==> src/rtl/erc_pkg.sv <==
`timescale 1ns / 1ps
`default_nettype none

package erc_pkg;

  localparam int QueueDepthDef = 16;
  localparam int FloorCount    = 16;
  localparam int FloorWidth    = 4;
  localparam int CountWidth    = 5;
  localparam logic [CountWidth-1:0] QueueLimitRst = 5'd10;

  typedef enum logic [2:0] {
    OP_REQUEST   = 3'd0,
    OP_START     = 3'd1,
    OP_STEP      = 3'd2,
    OP_STOP      = 3'd3,
    OP_EMERG_ON  = 3'd4,
    OP_EMERG_OFF = 3'd5
  } op_e;

  typedef enum logic [2:0] {
    EV_NONE      = 3'd0,
    EV_DUPLICATE = 3'd1,
    EV_STARTED   = 3'd2,
    EV_PASSED    = 3'd3,
    EV_STOPPED   = 3'd4,
    EV_WARNING   = 3'd5,
    EV_RESUME    = 3'd6
  } event_e;

endpackage

`default_nettype wire

==> src/rtl/elevator_request_controller.sv <==
`timescale 1ns / 1ps
`default_nettype none

// Each word is registered on accept, when the RAM read is issued, and executed in ST_EXEC once the output is free.
// Only one word at a time: no new word is accepted while ST_EXEC holds the last one.
// A finished result waits in the output register; the next word is taken meanwhile.
// Reset: async active low; car at floor 0, queue empty, queue_limit 10.
// Queue RAM contents are not cleared; only written entries are read.
module elevator_request_controller
  import erc_pkg::*;
#(
  parameter int QueueDepth = QueueDepthDef
) (
  input  wire logic                  clk_i,
  input  wire logic                  rst_ni,
  input  wire logic                  cfg_we_i,
  input  wire logic [CountWidth-1:0] cfg_data_i,
  input  wire logic                  in_valid_i,
  output logic                       in_ready_o,
  input  wire logic [2:0]            op_i,
  input  wire logic [FloorWidth-1:0] floor_i,
  output logic                       out_valid_o,
  input  wire logic                  out_ready_i,
  output logic [2:0]                 event_res_o,
  output logic [CountWidth-1:0]      event_floor_o,
  output logic                       arrived_o,
  output logic                       motor_cw_o,
  output logic                       motor_on_o,
  output logic [FloorWidth-1:0]      current_floor_o,
  output logic [FloorWidth-1:0]      target_floor_o,
  output logic [CountWidth-1:0]      pending_o,
  output logic                       alarm_o
);

  localparam int IdxWidth = $clog2(QueueDepth);
  localparam int LimWidth = $clog2(QueueDepth + 1) > CountWidth ?
                            $clog2(QueueDepth + 1) : CountWidth;
  localparam int FlWidth  = $clog2(FloorCount + 1) > FloorWidth ?
                            $clog2(FloorCount + 1) : FloorWidth;
  localparam logic [IdxWidth-1:0] LastIdx = IdxWidth'(QueueDepth - 1);

  typedef enum logic {
    ST_IDLE,
    ST_EXEC
  } state_e;

  state_e                 state_q;
  logic [2:0]             op_q;
  logic [FloorWidth-1:0]  floor_q;
  logic [CountWidth-1:0]  limit_q;
  logic [FloorWidth-1:0]  car_q, car_d;
  logic [FloorWidth-1:0]  goal_q, goal_d;
  logic                   moving_q, moving_d;
  logic                   emerg_q, emerg_d;
  logic                   dir_up_q, dir_up_d;
  logic [IdxWidth-1:0]    head_q, head_d;
  logic [IdxWidth-1:0]    tail_q, tail_d;
  logic [LimWidth-1:0]    count_q, count_d;

  logic                   out_valid_q;
  logic [2:0]             ev_q, ev_d;
  logic [CountWidth-1:0]  evf_q, evf_d;
  logic                   arr_q, arr_d;

  logic                   in_acc;
  logic                   exec_go;
  logic [IdxWidth-1:0]    tail_prev;
  logic [IdxWidth-1:0]    raddr;
  logic [FloorWidth-1:0]  rdata;
  logic                   ram_we;
  logic [LimWidth-1:0]    lim;
  logic                   req_drop;

  assign in_ready_o = (state_q == ST_IDLE);
  assign in_acc     = in_valid_i && in_ready_o;
  assign exec_go    = (state_q == ST_EXEC) && (!out_valid_q || out_ready_i);

  assign tail_prev = (tail_q == '0) ? LastIdx : tail_q - 1'b1;
  assign raddr     = (op_e'(op_i) == OP_START) ? head_q : tail_prev;

  erc_ram #(
    .Width(FloorWidth),
    .Depth(QueueDepth)
  ) u_queue (
    .clk_i  (clk_i),
    .we_i   (ram_we),
    .waddr_i(tail_q),
    .wdata_i(floor_q),
    .re_i   (in_acc),
    .raddr_i(raddr),
    .rdata_o(rdata)
  );

  assign lim = (LimWidth'(limit_q) > LimWidth'(QueueDepth)) ?
               LimWidth'(QueueDepth) : LimWidth'(limit_q);
  assign req_drop = emerg_q || (count_q >= lim) ||
                    (FlWidth'(floor_q) >= FlWidth'(FloorCount));

  always_comb begin
    car_d    = car_q;
    goal_d   = goal_q;
    moving_d = moving_q;
    emerg_d  = emerg_q;
    dir_up_d = dir_up_q;
    head_d   = head_q;
    tail_d   = tail_q;
    count_d  = count_q;
    ev_d     = EV_NONE;
    evf_d    = '0;
    arr_d    = 1'b0;
    ram_we   = 1'b0;
    case (op_e'(op_q))
      OP_REQUEST: begin
        if (!req_drop) begin
          if (count_q != '0 && rdata == floor_q) begin
            ev_d  = EV_DUPLICATE;
            evf_d = CountWidth'(floor_q) + 1'b1;
          end else if (!(count_q == '0 && car_q == floor_q)) begin
            ram_we  = exec_go;
            tail_d  = (tail_q == LastIdx) ? '0 : tail_q + 1'b1;
            count_d = count_q + 1'b1;
          end
        end
      end
      OP_START: begin
        if (count_q != '0) begin
          goal_d   = rdata;
          moving_d = 1'b1;
          dir_up_d = rdata > car_q;
          ev_d     = EV_STARTED;
          evf_d    = CountWidth'(rdata) + 1'b1;
        end
      end
      OP_STEP: begin
        if (car_q < goal_q) begin
          car_d = car_q + 1'b1;
        end else if (car_q > goal_q) begin
          car_d = car_q - 1'b1;
        end
        ev_d  = EV_PASSED;
        evf_d = CountWidth'(car_d) + 1'b1;
        arr_d = (car_d == goal_q);
      end
      OP_STOP: begin
        moving_d = 1'b0;
        if (count_q != '0) begin
          head_d  = (head_q == LastIdx) ? '0 : head_q + 1'b1;
          count_d = count_q - 1'b1;
        end
        ev_d = EV_STOPPED;
      end
      OP_EMERG_ON: begin
        emerg_d  = 1'b1;
        goal_d   = car_q;
        moving_d = 1'b0;
        head_d   = '0;
        tail_d   = '0;
        count_d  = '0;
        ev_d     = EV_WARNING;
      end
      OP_EMERG_OFF: begin
        emerg_d = 1'b0;
        ev_d    = EV_RESUME;
      end
      default: begin
      end
    endcase
  end

  always_ff @(posedge clk_i or negedge rst_ni) begin
    if (!rst_ni) begin
      state_q     <= ST_IDLE;
      op_q        <= '0;
      floor_q     <= '0;
      limit_q     <= QueueLimitRst;
      car_q       <= '0;
      goal_q      <= '0;
      moving_q    <= 1'b0;
      emerg_q     <= 1'b0;
      dir_up_q    <= 1'b0;
      head_q      <= '0;
      tail_q      <= '0;
      count_q     <= '0;
      out_valid_q <= 1'b0;
      ev_q        <= EV_NONE;
      evf_q       <= '0;
      arr_q       <= 1'b0;
    end else begin
      if (cfg_we_i) begin
        limit_q <= cfg_data_i;
      end
      if (out_valid_q && out_ready_i && !exec_go) begin
        out_valid_q <= 1'b0;
      end
      case (state_q)
        ST_IDLE: begin
          if (in_acc) begin
            op_q    <= op_i;
            floor_q <= floor_i;
            state_q <= ST_EXEC;
          end
        end
        ST_EXEC: begin
          if (exec_go) begin
            car_q       <= car_d;
            goal_q      <= goal_d;
            moving_q    <= moving_d;
            emerg_q     <= emerg_d;
            dir_up_q    <= dir_up_d;
            head_q      <= head_d;
            tail_q      <= tail_d;
            count_q     <= count_d;
            ev_q        <= ev_d;
            evf_q       <= evf_d;
            arr_q       <= arr_d;
            out_valid_q <= 1'b1;
            state_q     <= ST_IDLE;
          end
        end
        default: begin
          state_q <= ST_IDLE;
        end
      endcase
    end
  end

  assign out_valid_o     = out_valid_q;
  assign event_res_o     = ev_q;
  assign event_floor_o   = evf_q;
  assign arrived_o       = arr_q;
  assign motor_cw_o      = dir_up_q;
  assign motor_on_o      = moving_q;
  assign current_floor_o = car_q;
  assign target_floor_o  = goal_q;
  assign pending_o       = CountWidth'(count_q);
  assign alarm_o         = emerg_q;

endmodule

`default_nettype wire

==> src/rtl/erc_ram.sv <==
`timescale 1ns / 1ps
`default_nettype none

module erc_ram #(
  parameter int Width = 4,
  parameter int Depth = 16
) (
  input  wire logic                     clk_i,
  input  wire logic                     we_i,
  input  wire logic [$clog2(Depth)-1:0] waddr_i,
  input  wire logic [Width-1:0]         wdata_i,
  input  wire logic                     re_i,
  input  wire logic [$clog2(Depth)-1:0] raddr_i,
  output logic      [Width-1:0]         rdata_o
);

  logic [Width-1:0] mem_q [Depth];
  logic [Width-1:0] rdata_q;

  always_ff @(posedge clk_i) begin
    if (we_i) begin
      mem_q[waddr_i] <= wdata_i;
    end
    if (re_i) begin
      rdata_q <= mem_q[raddr_i];
    end
  end

  assign rdata_o = rdata_q;

endmodule

`default_nettype wire

==> config.mk <==
export PLATFORM = sky130hd
export DESIGN_NAME = elevator_request_controller
export DESIGN_NICKNAME = d
export VERILOG_FILES = /design/src/rtl/erc_pkg.sv /design/src/rtl/elevator_request_controller.sv /design/src/rtl/erc_ram.sv
export SDC_FILE = /design/constraint.sdc
export NUM_CORES = 1
export LEC_CHECK = 0
export CORE_ASPECT_RATIO = 0.6
export CORE_UTILIZATION = 65
export DETAILED_ROUTE_END_ITERATION = 6
export DONT_BUFFER_PORTS = 1
export GPL_ROUTABILITY_DRIVEN = 0
export PLACE_DENSITY_LB_ADDON = 0.05
export SYNTH_ARGS = -nofsm -noshare
export SYNTH_HDL_FRONTEND = slang
export SYNTH_SLANG_ARGS = --single-unit
==> constraint.sdc <==
create_clock -name clk_i -period 5.37 [get_ports clk_i]
set_input_delay 0.537 -clock clk_i [delete_from_list [all_inputs] [get_ports clk_i]]
set_output_delay 0.537 -clock clk_i [all_outputs]
set_load 0.01 [all_outputs]
== Word-level counts from Yosys, hierarchy flattened ==
Memories as Yosys holds them, arrays and structs flattened. A register that Yosys moved wholly into a read port is not among the register bits.
Index checks and enable logic that the tools add are counted.

* $add $sub $neg: 10
* $lt $le $gt $ge: 5
* Equality and inequality tests: 16
* Muxes and demuxes: 45
* Bitwise operators: 1
* Reduce and logical (&&, ||, !) cells: 31

{| class="wikitable"
|+ Operators with widths
! cell !! count
|-
| 2-to-1 mux 4 bit || 12
|-
| 2-to-1 mux 5 bit || 8
|-
| case mux 5 bit (3 select lines) || 2
|-
| case mux 4 bit (2 select lines) || 3
|-
| case mux 3 bit (6 select lines) || 1
|-
| AND reduction 4 bit || 4
|-
| adder 4 x 1 -> 5 bit, second input constant || 3
|-
| 2-to-1 mux 1 bit || 15
|-
| adder 4 x 1 -> 4 bit, second input constant || 3
|-
| == test 4 bit || 3
|-
| != test 2 bit, second input constant || 5
|-
| nonzero test 2 bit || 5
|-
| == test 4 bit, second input constant || 2
|-
| > comparator 4 bit || 2
|-
| subtractor 4 x 1 -> 4 bit, second input constant || 2
|-
| AND reduction 7 bit || 1
|-
| == test 3 x 1 -> 1 bit, second input constant || 2
|-
| == test 3 x 2 -> 1 bit, second input constant || 2
|-
| == test 3 bit, second input constant || 2
|-
| logical AND 1 bit || 6
|-
| case mux 1 bit (2 select lines) || 3
|-
| AND reduction 3 bit || 2
|-
| AND reduction 6 bit || 1
|-
| adder 5 x 1 -> 5 bit, second input constant || 1
|-
| other kinds (15) || 18
|}

* Register bits after elaboration: 47
* Memory bits (writable): 64
* Input port bits: 17
* Output and inout port bits: 27
* Logic and storage cells: 125
* Memories: 1

{| class="wikitable"
|+ Memory list
! name !! depth !! width !! read ports !! clocked after memory_dff !! write ports !! line !! text
|-
| u_queue.mem_q || 16 || 4 || 1 || 1 || 1 || erc_ram.sv:17 || <nowiki>logic [Width-1:0] mem_q [Depth];</nowiki>
|}

== Logic depth before layout (Yosys ltp) ==
Gate-level depths: netlist of the first run.

* Word-level depth: 9
* Depth in mapped cells: 13
* Mapped depth without buffers: 12

== Cells and area by module ==
Synthesis of the first run repeated with hierarchy kept, for this count alone.

* Cell total of the unflattened synthesis: 480
* Area, all modules: 5,849.4 um^2

{| class="wikitable"
|+ Modules (own cells, without submodules)
! module !! times used !! cells each !! area an instance (um^2) !! seq. area each (um^2)
|-
| elevator_request_controller || 1 || 350 || 3,143.0 || 1,178.6
|-
| erc_ram || 1 || 130 || 2,706.3 || 2,042.0
|}

== Worst setup path after synthesis of the first run ==
Ideal clock, no wire load.

* Kind: register -> register
* Start: register tail_q[0]
* End: register u_queue.rdata_q[2] (netlist: u_queue.rdata_o[2]), read port of u_queue.mem_q, data pin
* Library setup time: 259 ps
* Arrival time: 2,363 ps
* Data required time: 5,111 ps
* Path slack: 2,748 ps
* Stages on the path, launching flop included: 8
* Path buffers: 1
* Period minus slack after synthesis: 2,622 ps
* Cell sequence: dfrtp_1 > inv_1 > ha_1 > a21oi_2 > buf_2 > mux4_2 > a22oi_1 > nand2_1

* Cells in the longest elaborated chain, start to end: 3
* Elaborated cells on any way between the ends: 4
* Classes of those cells: add/sub (1); mux (2); reduce/logical (1)

{| class="wikitable"
|+ RTL lines
! what !! line !! text
|-
| start: declaration || elevator_request_controller.sv:57 || <nowiki>logic [IdxWidth-1:0] tail_q, tail_d;</nowiki>
|-
| start signal: assignment || elevator_request_controller.sv:211 || <nowiki>tail_q <= tail_d;</nowiki>
|-
| subtractor 4 x 1 -> 4 bit or zero test 4 bit (tied branches) || elevator_request_controller.sv:78 || <nowiki>assign tail_prev = (tail_q == '0) ? LastIdx : tail_q - 1'b1;</nowiki>
|-
| 2-to-1 mux 4 bit * || elevator_request_controller.sv:78 ||
|-
| 2-to-1 mux 4 bit * || elevator_request_controller.sv:79 || <nowiki>assign raddr = (op_e'(op_i) == OP_START) ? head_q : tail_prev;</nowiki>
|-
| end: declaration || erc_ram.sv:18 || <nowiki>logic [Width-1:0] rdata_q;</nowiki>
|}

Mark *: on every way between the ends. The rest lies on a longest branch, timed or not.
A chain may end at the register's enable or synchronous reset.

== Final worst setup path of the first run ==
* Start: register floor_q[2]
* End: memory u_queue.mem_q[11][3] (enable)

* Cells in the longest elaborated chain, start to end: 8
* Elaborated cells on any way between the ends: 10
* Classes of those cells: eq/ne (2); mux (6); reduce/logical (2)

{| class="wikitable"
|+ RTL lines
! what !! line !! text
|-
| start: declaration || elevator_request_controller.sv:49 || <nowiki>logic [FloorWidth-1:0] floor_q;</nowiki>
|-
| start signal: assignment || elevator_request_controller.sv:199 || <nowiki>floor_q <= floor_i;</nowiki>
|-
| == test 4 bit || elevator_request_controller.sv:118 || <nowiki>end else if (!(count_q == '0 && car_q == floor_q)) begin</nowiki>
|-
| logical AND 1 bit || elevator_request_controller.sv:118 ||
|-
| 2-to-1 mux 1 bit || elevator_request_controller.sv:118 ||
|-
| 2-to-1 mux 1 bit * || elevator_request_controller.sv:115 || <nowiki>if (count_q != '0 && rdata == floor_q) begin</nowiki>
|-
| 2-to-1 mux 1 bit * || elevator_request_controller.sv:114 || <nowiki>if (!req_drop) begin</nowiki>
|-
| 2-to-1 mux 1 bit * || elevator_request_controller.sv:112 || <nowiki>case (op_e'(op_q))</nowiki>
|-
| 2-to-1 mux 1 bit * || erc_ram.sv:21 || <nowiki>if (we_i) begin</nowiki>
|-
| 2-to-1 mux 1 bit (not written as such) * || erc_ram.sv:22 || <nowiki>mem_q[waddr_i] <= wdata_i;</nowiki>
|-
| end: declaration || erc_ram.sv:17 ||
|}

Marks and branches as above.

==> results of run 1 <==
==> cells in the mapped netlist, drive strengths merged (2+ instances only) <==
cell    count
o22ai       7
a22oi      10
nor4        3
nand2      47
o221ai      2
mux2i       3
xnor2      12
nor3       15
inv        20
or3         3
xor2       14
nor3b       3
a221oi      2
mux4       16
a31oi       4
dfrtp      45
nand2b      3
or2         4
o21bai      2
mux2       12
or4         2
dfstp       2
clkbuf     11
o31ai       3
nor2b       6
nor2       30
a211oi      2
a21o        5
a21oi      26
ha         27
a211o       2
edfxtp     68
nand4       3
and4        2
o21ai      23
buf         6
nand3      12
==> critical path: stages, from the launching register on <==
cell and delay (ps):
dfrtp_1 910, xor2_1 220, nor4_1 100, mux2i_1 210
a21oi_1 140, nor3_1 690, nand2_1 300, nor3_1 630
==> how the worst min path moves through the flow <==
stage / start / endpoint / cells after the start
after global routing: cfg_we_i / limit_q[4] / 1
after CTS: cfg_we_i / limit_q[4] / 1
after detailed placement: rst_ni / target_floor_o[2] / 0
after floorplan: rst_ni / alarm_o / 0
after global placement: rst_ni / target_floor_o[2] / 0
final: cfg_we_i / limit_q[4] / 1
==> logic make-up (layout without fill, tap and decap cells) <==
logic type | Yosys count | in the layout | share of synthesized area, %
AOI/OAI and AO/OA | 98 | 98 | 10.9
xor gates and xnor gates | 26 | 26 | 3.95
adders and majority gates | 28 | 28 | 6.21
buffers and inverters | 38 | 57 | 2.71
DFF | 115 | 115 | 55.9
muxes | 31 | 31 | 9.12
and+or+nand+nor | 137 | 137 | 11.2
==> cell type report <==
| class | count | area, um^2 |
|---|---|---|
| sequential | 115 | 3220 |
| timing repair buffer | 4 | 52.6 |
| fill | 536 | 2090 |
| inverter | 21 | 78.8 |
| clock inverter | 14 | 164 |
| clock buffer | 18 | 429 |
| multi-input combinational | 320 | 2380 |
| tap | 112 | 140 |
==> state kept, by name (all words and copies together) (netlist names) <==
register,cells
motor_cw_o,1
event_floor_o,5
head_q,4
tail_q,4
pending_o,5
arrived_o,1
floor_q,4
u_queue.rdata_o,4
target_floor_o,4
out_valid_o,1
motor_on_o,1
event_res_o,3
current_floor_o,4
state_q,1
u_queue.mem_q,64
alarm_o,1
op_q,3
limit_q,5
==> power groups by stage <==
stage	Clock (mW)	Sequential (mW)	Combinational, mW
global placement	0	1.46	1.35
CTS	1.14	1.45	1.44
detailed placement	0	1.47	1.41
finish	1.14	1.47	1.46
floorplan	0	1.33	1.15
global route	1.18	1.49	1.62
==> metrics by stage <==
stage	util (%)	total power, mW	setup WS, ps
final	75.6	4.06	1800
after detailed placement	68.2	2.87	1920
after global routing	75.6	4.28	1620
after CTS	75.6	4.04	1900
after floorplan	-	2.49	2750
after global placement	68.2	2.81	1990
==> per-layer routing <==
| metal | vias to the layer above | share of wire (%) | global-route usage, % |
|---|---|---|---|
| met5 | - | 0 | 0 |
| met4 | 0 | 1.2 | 11.4 |
| met3 | 23 | 11 | 8.41 |
| met2 | 233 | 43 | 43.3 |
| met1 | 2008 | 45 | 49.5 |
| li1 | 1789 | - | - |
==> impl_metrics.py, run 1 <==
metrics = {
    "global_route": {
        "grt_pass1_wl_um": 21000,
        "grt_pass1_vias": 3851,
        "grt_max_degree": 48,
        "antenna_found_initial": 0,
        "track_usage_pct": 31.9,
        "gr-total-overflow": 0,
    },
    "final_layout": {
        "final_cells": 604,
        "drive_above_1_share_pct": 13.8,
        "nets": 524,
        "diodes": 0,
        "final_area_um2": 6470,
        "synthToLayoutAreaGrowth_pct": 12.3,
        "final_common_cell": "edfxtp_1",
        "final_cell_mix": "edfxtp_1, nand2_1, dfrtp_1",
    },
    "logic_synthesis": {
        "ys.flop_type": "edfxtp_1",
        "synth_area_leaders": "edfxtp_1, dfrtp_1, mux4_2, ha_1, nand2_1",
        "synth_cell_type_count": 55,
        "ys_ff_latch": 115,
        "synth_top_area_share_pct": 35.4,
        "seq_area_frac_synth_pct": 55.9,
        "synth_area_um2": 5760,
        "async_reset_ff_share_pct": 40.9,
        "synth_area_leader_cell": "edfxtp_1",
        "synth_edf_count": 68,
        "syn_inst": 473,
        "ys_warn_count": 0,
        "avgSynthCellArea_um2": 12.2,
        "synthesis.nets": 518,
    },
    "setup_path": {
        "crit_start": "floor_q[2]",
        "r2r_start": "floor_q[2]",
        "reg2reg_depth": 7,
        "critPathRequiredTime_ps": 5410,
        "reg2reg_slack_ps": 1800,
        "arrival_ps": 3620,
        "crit_path_end_kind": "flop",
        "critical_path_class": "flop to flop",
        "worstSetupStartpointType": "flop",
        "critical_path.endpoint": "u_queue.mem_q[11][3]",
        "r2r_end": "u_queue.mem_q[11][3]",
        "cp_max_fo": 22,
    },
    "sta": {
        "tightest_slew_ps": 1170,
        "finalSetupTns_ps": 0,
        "period_needed_ps": 3570,
        "setup_viol": 0,
        "drv_slew": 0,
        "hold_slack_ps": 221,
        "skew_ps": 7.29,
        "fmax_mhz": 280,
        "finalHoldViolations": 0,
        "slew_headroom_pct": 22.0,
        "rsz0062_at_grt": "false",
        "finalCritPeriodShare_pct": 66.6,
    },
    "die": {
        "die_h_um": 74.9,
        "pin_count": 44,
        "core_area_um2": 8560,
        "dieArea_um2": 9260,
        "start_util_pct": 67.3,
        "fp-row-count": 26,
        "dieWidth_um": 124,
    },
    "clock_network": {
        "clockRootBuffer": "clkbuf_16",
        "cts_buffers": 17,
        "cts_setup_buffers": 0,
        "cts.clk_slew.worst_paths_ps": 50,
        "clk-insertion-delay-late_ps": 410,
        "clock-sinks": 115,
        "cts_resized": 0,
        "cts_tree": "yes",
        "cts_max_level": 4,
        "holdBufCountCts": 2,
        "ctsLongestPathBuffers": 2,
    },
    "drt": {
        "post_drt_wl_per_cell_um": 22.8,
        "ant_nets": 0,
        "routed_wl_um": 13800,
        "vias": 4053,
        "vias_per_cell": 6.71,
        "drt_iter0_drc": 447,
        "drc": 0,
        "first_pass_iters": 5,
    },
    "placed_design": {
        "dpl_cell_area_um2": 5840,
        "placed_cells": 570,
        "place_hpwl_um": 9080,
        "numPortBuffers": 0,
    },
    "power_and_ir_drop": {
        "p_leak_nw": 2.52,
        "p_seq_share_pct": 36.0,
        "p_comb_share_pct": 36.0,
        "p_sw_mw": 1.57,
        "powerDensity_nw_per_um2": 628,
        "peakVddDrop_mv": 0.310,
        "p_sw_share_pct": 38.7,
        "clockPowerShare_pct": 27.9,
        "p_int_mw": 2.49,
    },
    "run_status": {
        "outcome": "finished, final reports clean",
    },
    "hold_path": {
        "hold_class": "input pin to flop",
    },
    "flow_run": {
        "max_cap_viol_count": 0,
    },
}
No activity file was read; power rests on OpenSTA's default activity.
==> inputs of run 2 (changes only) <==
Settings changed: CORE_UTILIZATION 65 to 64.
Clock period 5.37 ns to 3.6 ns, I/O delays scaled along.
==> run 2 against run 1 <==
Cell count is 1.2% higher. Sequential power is 44% higher. Die area is 1.5% higher. Fmax is 9.9% higher. Register-to-register slack worse by 1400 ps. First-iteration DRC count is 20% lower. Largest cell class unchanged.
==> impl_metrics.py, run 2 (same netlist as run 1, synthesis figures left out) <==
metrics = {
    "run_status": {
        "outcome": "finished, final reports clean",
    },
    "setup_path": {
        "reg2reg_slack_ps": 350,
        "critPathRequiredTime_ps": 3650,
        "cp_max_fo": 6,
        "r2r_end": "u_queue.mem_q[11][0]",
        "crit_path_end_kind": "flop",
        "reg2reg_depth": 9,
        "worstSetupStartpointType": "flop",
        "r2r_start": "pending_o[0]",
        "critical_path_class": "flop to flop",
        "arrival_ps": 3300,
    },
    "clock_network": {
        "cts.clk_slew.worst_paths_ps": 60,
        "ctsLongestPathBuffers": 2,
        "clk-insertion-delay-late_ps": 410,
        "holdBufCountCts": 2,
        "clock-sinks": 115,
        "cts_tree": "yes",
        "cts_buffers": 17,
        "cts_resized": 0,
        "cts_setup_buffers": 0,
        "cts_max_level": 4,
        "clockRootBuffer": "clkbuf_16",
    },
    "drt": {
        "drt_iter0_drc": 357,
        "routed_wl_um": 12900,
        "wl_met2_um": 5270,
        "drc": 0,
        "vias": 3938,
        "ant_nets": 0,
        "post_drt_wl_per_cell_um": 21.2,
        "met3WireLength_um": 1220,
        "first_pass_iters": 5,
        "topRoutingLayerUsed": "met4",
        "wl_met1_um": 6330,
        "vias_per_cell": 6.45,
    },
    "hold_path": {
        "min_path_cells": 1,
        "hold_end": "limit_q[4]",
        "hold_class": "input pin to flop",
        "hp-start": "cfg_we_i",
    },
    "placed_design": {
        "place_hpwl_um": 9000,
        "numPortBuffers": 0,
        "dpl_cell_area_um2": 5890,
        "pre_cts_slack_ps": 408,
    },
    "sta": {
        "finalCritPeriodShare_pct": 90.3,
        "setup_viol": 0,
        "tightest_slew_ps": 1240,
        "finalHoldViolations": 0,
        "skew_ps": 7.14,
        "rsz0062_at_grt": "false",
        "finalSetupTns_ps": 0,
        "fmax_mhz": 308,
        "period_needed_ps": 3250,
        "slew_headroom_pct": 17.2,
        "drv_slew": 0,
        "fin_ws_ps": 349,
    },
    "final_layout": {
        "final_area_um2": 6550,
        "synthToLayoutAreaGrowth_pct": 13.6,
        "multiInputGateArea_um2": 2380,
        "largest_reg_flops": 64,
        "final_common_cell": "edfxtp_1",
        "seq_area_um2": 3220,
        "final_cell_mix": "edfxtp_1, nand2_1, dfrtp_1",
        "drive_above_1_share_pct": 15.0,
        "fillers": 530,
        "regMostFlops": "u_queue.mem_q",
        "diodes": 0,
        "nets": 531,
    },
    "global_route": {
        "antenna_found_initial": 0,
        "grt_max_degree": 48,
        "grt_pass1_vias": 3741,
        "gr-total-overflow": 0,
        "grt_pass1_wl_um": 20400,
        "track_usage_pct": 29.4,
    },
    "flow_run": {
        "max_cap_viol_count": 0,
    },
    "die": {
        "pin_count": 44,
        "core_area_um2": 8620,
        "fp-row-count": 26,
        "dieArea_um2": 9400,
        "dieWidth_um": 124,
        "start_util_pct": 66.8,
        "die_h_um": 75.5,
    },
    "power_and_ir_drop": {
        "p_leak_nw": 2.58,
        "powerDensity_nw_per_um2": 929,
        "peakVddDrop_mv": 0.578,
    },
}
==> run 2: cell count changes in the layout (fill, tap and decap cells not counted), sizes merged <==
cell / before / now
buf: 3 / 10
clkinv: 6 / 8
clkinvlp: 5 / 3
bufinv: 3 / 4
inv: 21 / 20
==> run 2: final cells by class <==
type                            instances  share of cell area, %
Clock buffer                           18                   6.56
Clock inverter                         14                   2.87
Inverter                               21                   1.20
Multi-Input combinational cell        320                   36.4
Sequential cell                       115                   49.2
Tap cell                              112                   2.14
Timing Repair Buffer                   11                   1.61
==> run 2: through the flow <==
stage,hold WS (ps),utilization (%),instances,power (mW)
floorplan,64.4,-,473,3.71
global placement,65.2,68.3,577,4.22
detailed placement,65.0,68.3,577,4.28
CTS,43.1,75.9,611,6.06
global route,39.5,75.9,611,6.44
finish,43.6,75.9,611,6.08
==> run 2: routing by layer <==
metal,global-route usage [%],vias up
li1,-,1801
met1,45.2,1950
met2,39.6,175
met3,9.48,12
met4,8.43,0
met5,0,-
==> run 2: how the worst max path moves through the flow <==
stage / slack (ps) / endpoint / start
after CTS: 370 / u_queue.mem_q[3][3] / pending_o[0]
after global routing: 80 / u_queue.mem_q[11][0] / pending_o[0]
after global placement: 460 / u_queue.mem_q[11][0] / pending_o[0]
after floorplan: 980 / u_queue.rdata_o[2] / tail_q[0]
after detailed placement: 410 / u_queue.mem_q[11][0] / pending_o[0]
final: 350 / u_queue.mem_q[11][0] / pending_o[0]
==> run 2: critical path, cell delays in order, from the launching register on <==
cell     delay (ps)
dfrtp_1         470
inv_1           120
ha_1            300
nor2b_1         100
o21ai_0          90
a31oi_1         270
a21oi_1         160
nor3_1          560
nand2_1         280
nor3_1          540
==> run 2: where the power goes <==
part	total (mW)	leakage [nW]	internal, mW	switching [mW]
logic	2.23	1.09	0.971	1.26
clock network	1.75	0.293	1.15	0.594
registers	2.11	1.19	1.68	0.422
==> inputs of run 3 (changes only) <==
Settings changed: PLACE_DENSITY set to 0.82, PLACE_DENSITY_LB_ADDON 0.05 to unset.
==> run 3 against run 2 <==
Largest cell class unchanged. First-iteration DRC count grew 55%. Sequential share of layout area shrank 0.30 points. Routed wire length grew 5.0%. Non-clock buffer count grew 1. Clock skew grew 2.5 ps. Worst setup slack gained 85 ps. Highest routed layer unchanged.
==> impl_metrics.py, run 3 (same netlist as run 1, synthesis figures left out) <==
metrics = {
    "setup_path": {
        "crit_path_end_kind": "flop",
        "cp_top_family": "simple AND/OR/NAND/NOR gates",
        "reg2reg_slack_ps": 430,
        "critical_path_class": "flop to flop",
        "slowest_stage": "nor3_1",
        "cp_max_fo": 6,
        "critPathMaxStageDelay_ps": 560,
        "path_cells": "inv_1 > nand2_1 > ha_1 > a21oi_1 > o21ai_0 > a31oi_1 > a21oi_1 > nor3_2 > nand2_1 > nor3_1",
        "critPathRequiredTime_ps": 3650,
        "worstSetupStartpointType": "flop",
        "arrival_ps": 3210,
        "crit_buf_inv": 1,
    },
    "global_route": {
        "antenna_found_initial": 0,
        "track_usage_pct": 30.7,
        "grt_pass1_vias": 3902,
        "grt_max_degree": 48,
        "gr-total-overflow": 0,
        "grt_pass1_wl_um": 20900,
    },
    "clock_network": {
        "clockRootBuffer": "clkbuf_16",
        "cts_max_level": 4,
        "cts_tree": "yes",
        "cts.clk_slew.worst_paths_ps": 50,
        "cts_buffers": 17,
        "clock-sinks": 115,
        "ctsLongestPathBuffers": 2,
        "clk-insertion-delay-late_ps": 420,
    },
    "placed_design": {
        "dpl_cell_area_um2": 5900,
        "place_hpwl_um": 9420,
        "numPortBuffers": 0,
        "pre_cts_slack_ps": 282,
        "placed_cells": 578,
    },
    "die": {
        "pin_count": 44,
        "start_util_pct": 66.8,
        "dieArea_um2": 9400,
        "dieWidth_um": 124,
        "die_h_um": 75.5,
        "fp-row-count": 26,
        "core_area_um2": 8620,
    },
    "final_layout": {
        "final_area_um2": 6590,
        "final_cell_mix": "edfxtp_1, nand2_1, dfrtp_1",
        "final_cells": 612,
        "regMostFlops": "u_queue.mem_q",
        "diodes": 0,
        "final_common_cell": "edfxtp_1",
        "drive_above_1_share_pct": 15.0,
        "nets": 532,
        "synthToLayoutAreaGrowth_pct": 14.3,
        "largest_reg_flops": 64,
        "fillers": 519,
        "post-route-util_pct": 76.4,
    },
    "power_and_ir_drop": {
        "powerDensity_nw_per_um2": 947,
        "power.total_mw": 6.24,
        "peakVddDrop_mv": 0.577,
        "p_leak_nw": 2.60,
    },
    "sta": {
        "finalSetupTns_ps": 0,
        "drv_slew": 0,
        "rsz0062_at_grt": "false",
        "finalCritPeriodShare_pct": 87.9,
        "slew_headroom_pct": 20.0,
        "fmax_mhz": 316,
        "hold_slack_ps": 31.1,
        "finalHoldViolations": 0,
        "skew_ps": 9.59,
        "fin_ws_ps": 434,
        "period_needed_ps": 3170,
        "setup_viol": 0,
        "tightest_slew_ps": 1200,
    },
    "drt": {
        "vias_per_cell": 6.71,
        "drt_iter0_drc": 552,
        "ant_nets": 0,
        "drc": 0,
        "post_drt_wl_per_cell_um": 22.2,
        "routed_wl_um": 13600,
        "first_pass_iters": 6,
        "vias": 4108,
    },
    "run_status": {
        "outcome": "finished, final reports clean",
    },
    "flow_run": {
        "max_cap_viol_count": 0,
    },
    "hold_path": {
        "hold_class": "input pin to flop",
    },
}
[run 3: layer usage]
metal,share of wire (%),wire (um),GRT usage [%],vias up
li1,-,-,-,1806
met1,44,5960,45.0,1990
met2,42,5660,42.5,284
met3,13,1780,10.3,28
met4,1.4,190,12.6,0
met5,0,0,0,-
[run 3: final cells by class]
cell class / count / area (um^2) / share of cell area, %
Tap cell: 112 / 140 / 2.13
Sequential cell: 115 / 3220 / 48.9
Inverter: 21 / 78.8 / 1.20
Multi-Input combinational cell: 320 / 2390 / 36.3
Clock buffer: 23 / 468 / 7.11
Timing Repair Buffer: 12 / 113 / 1.71
Clock inverter: 9 / 176 / 2.68
[run 3: repair_timing]
item	in CTS	in global routing
gates resized for setup	0	1
hold buffers	2	0
endpoints found under the hold margin	47	0
setup endpoints to repair	0	44
setup buffers	0	0
[run 3: power breakdown]
| part | leakage, nW | switching, mW | internal, mW |
|---|---|---|---|
| registers | 1.19 | 0.410 | 1.68 |
| logic | 1.10 | 1.33 | 0.978 |
| clock network | 0.311 | 0.575 | 1.26 |
| total | 2.60 | 2.31 | 3.92 |
[run 3: path summary, 6_finish.rpt]
kind,startpoint,to,depth (start not counted)
worst max-delay path,limit_q[4],u_queue.mem_q[11][3],10
max in group asynchronous,rst_ni,limit_q[1],2
min in group asynchronous,rst_ni,event_res_o[2],2
worst max register to register,limit_q[4],u_queue.mem_q[11][3],10
worst min register to register,limit_q[0],limit_q[0],1
worst min-delay path,cfg_we_i,limit_q[4],1
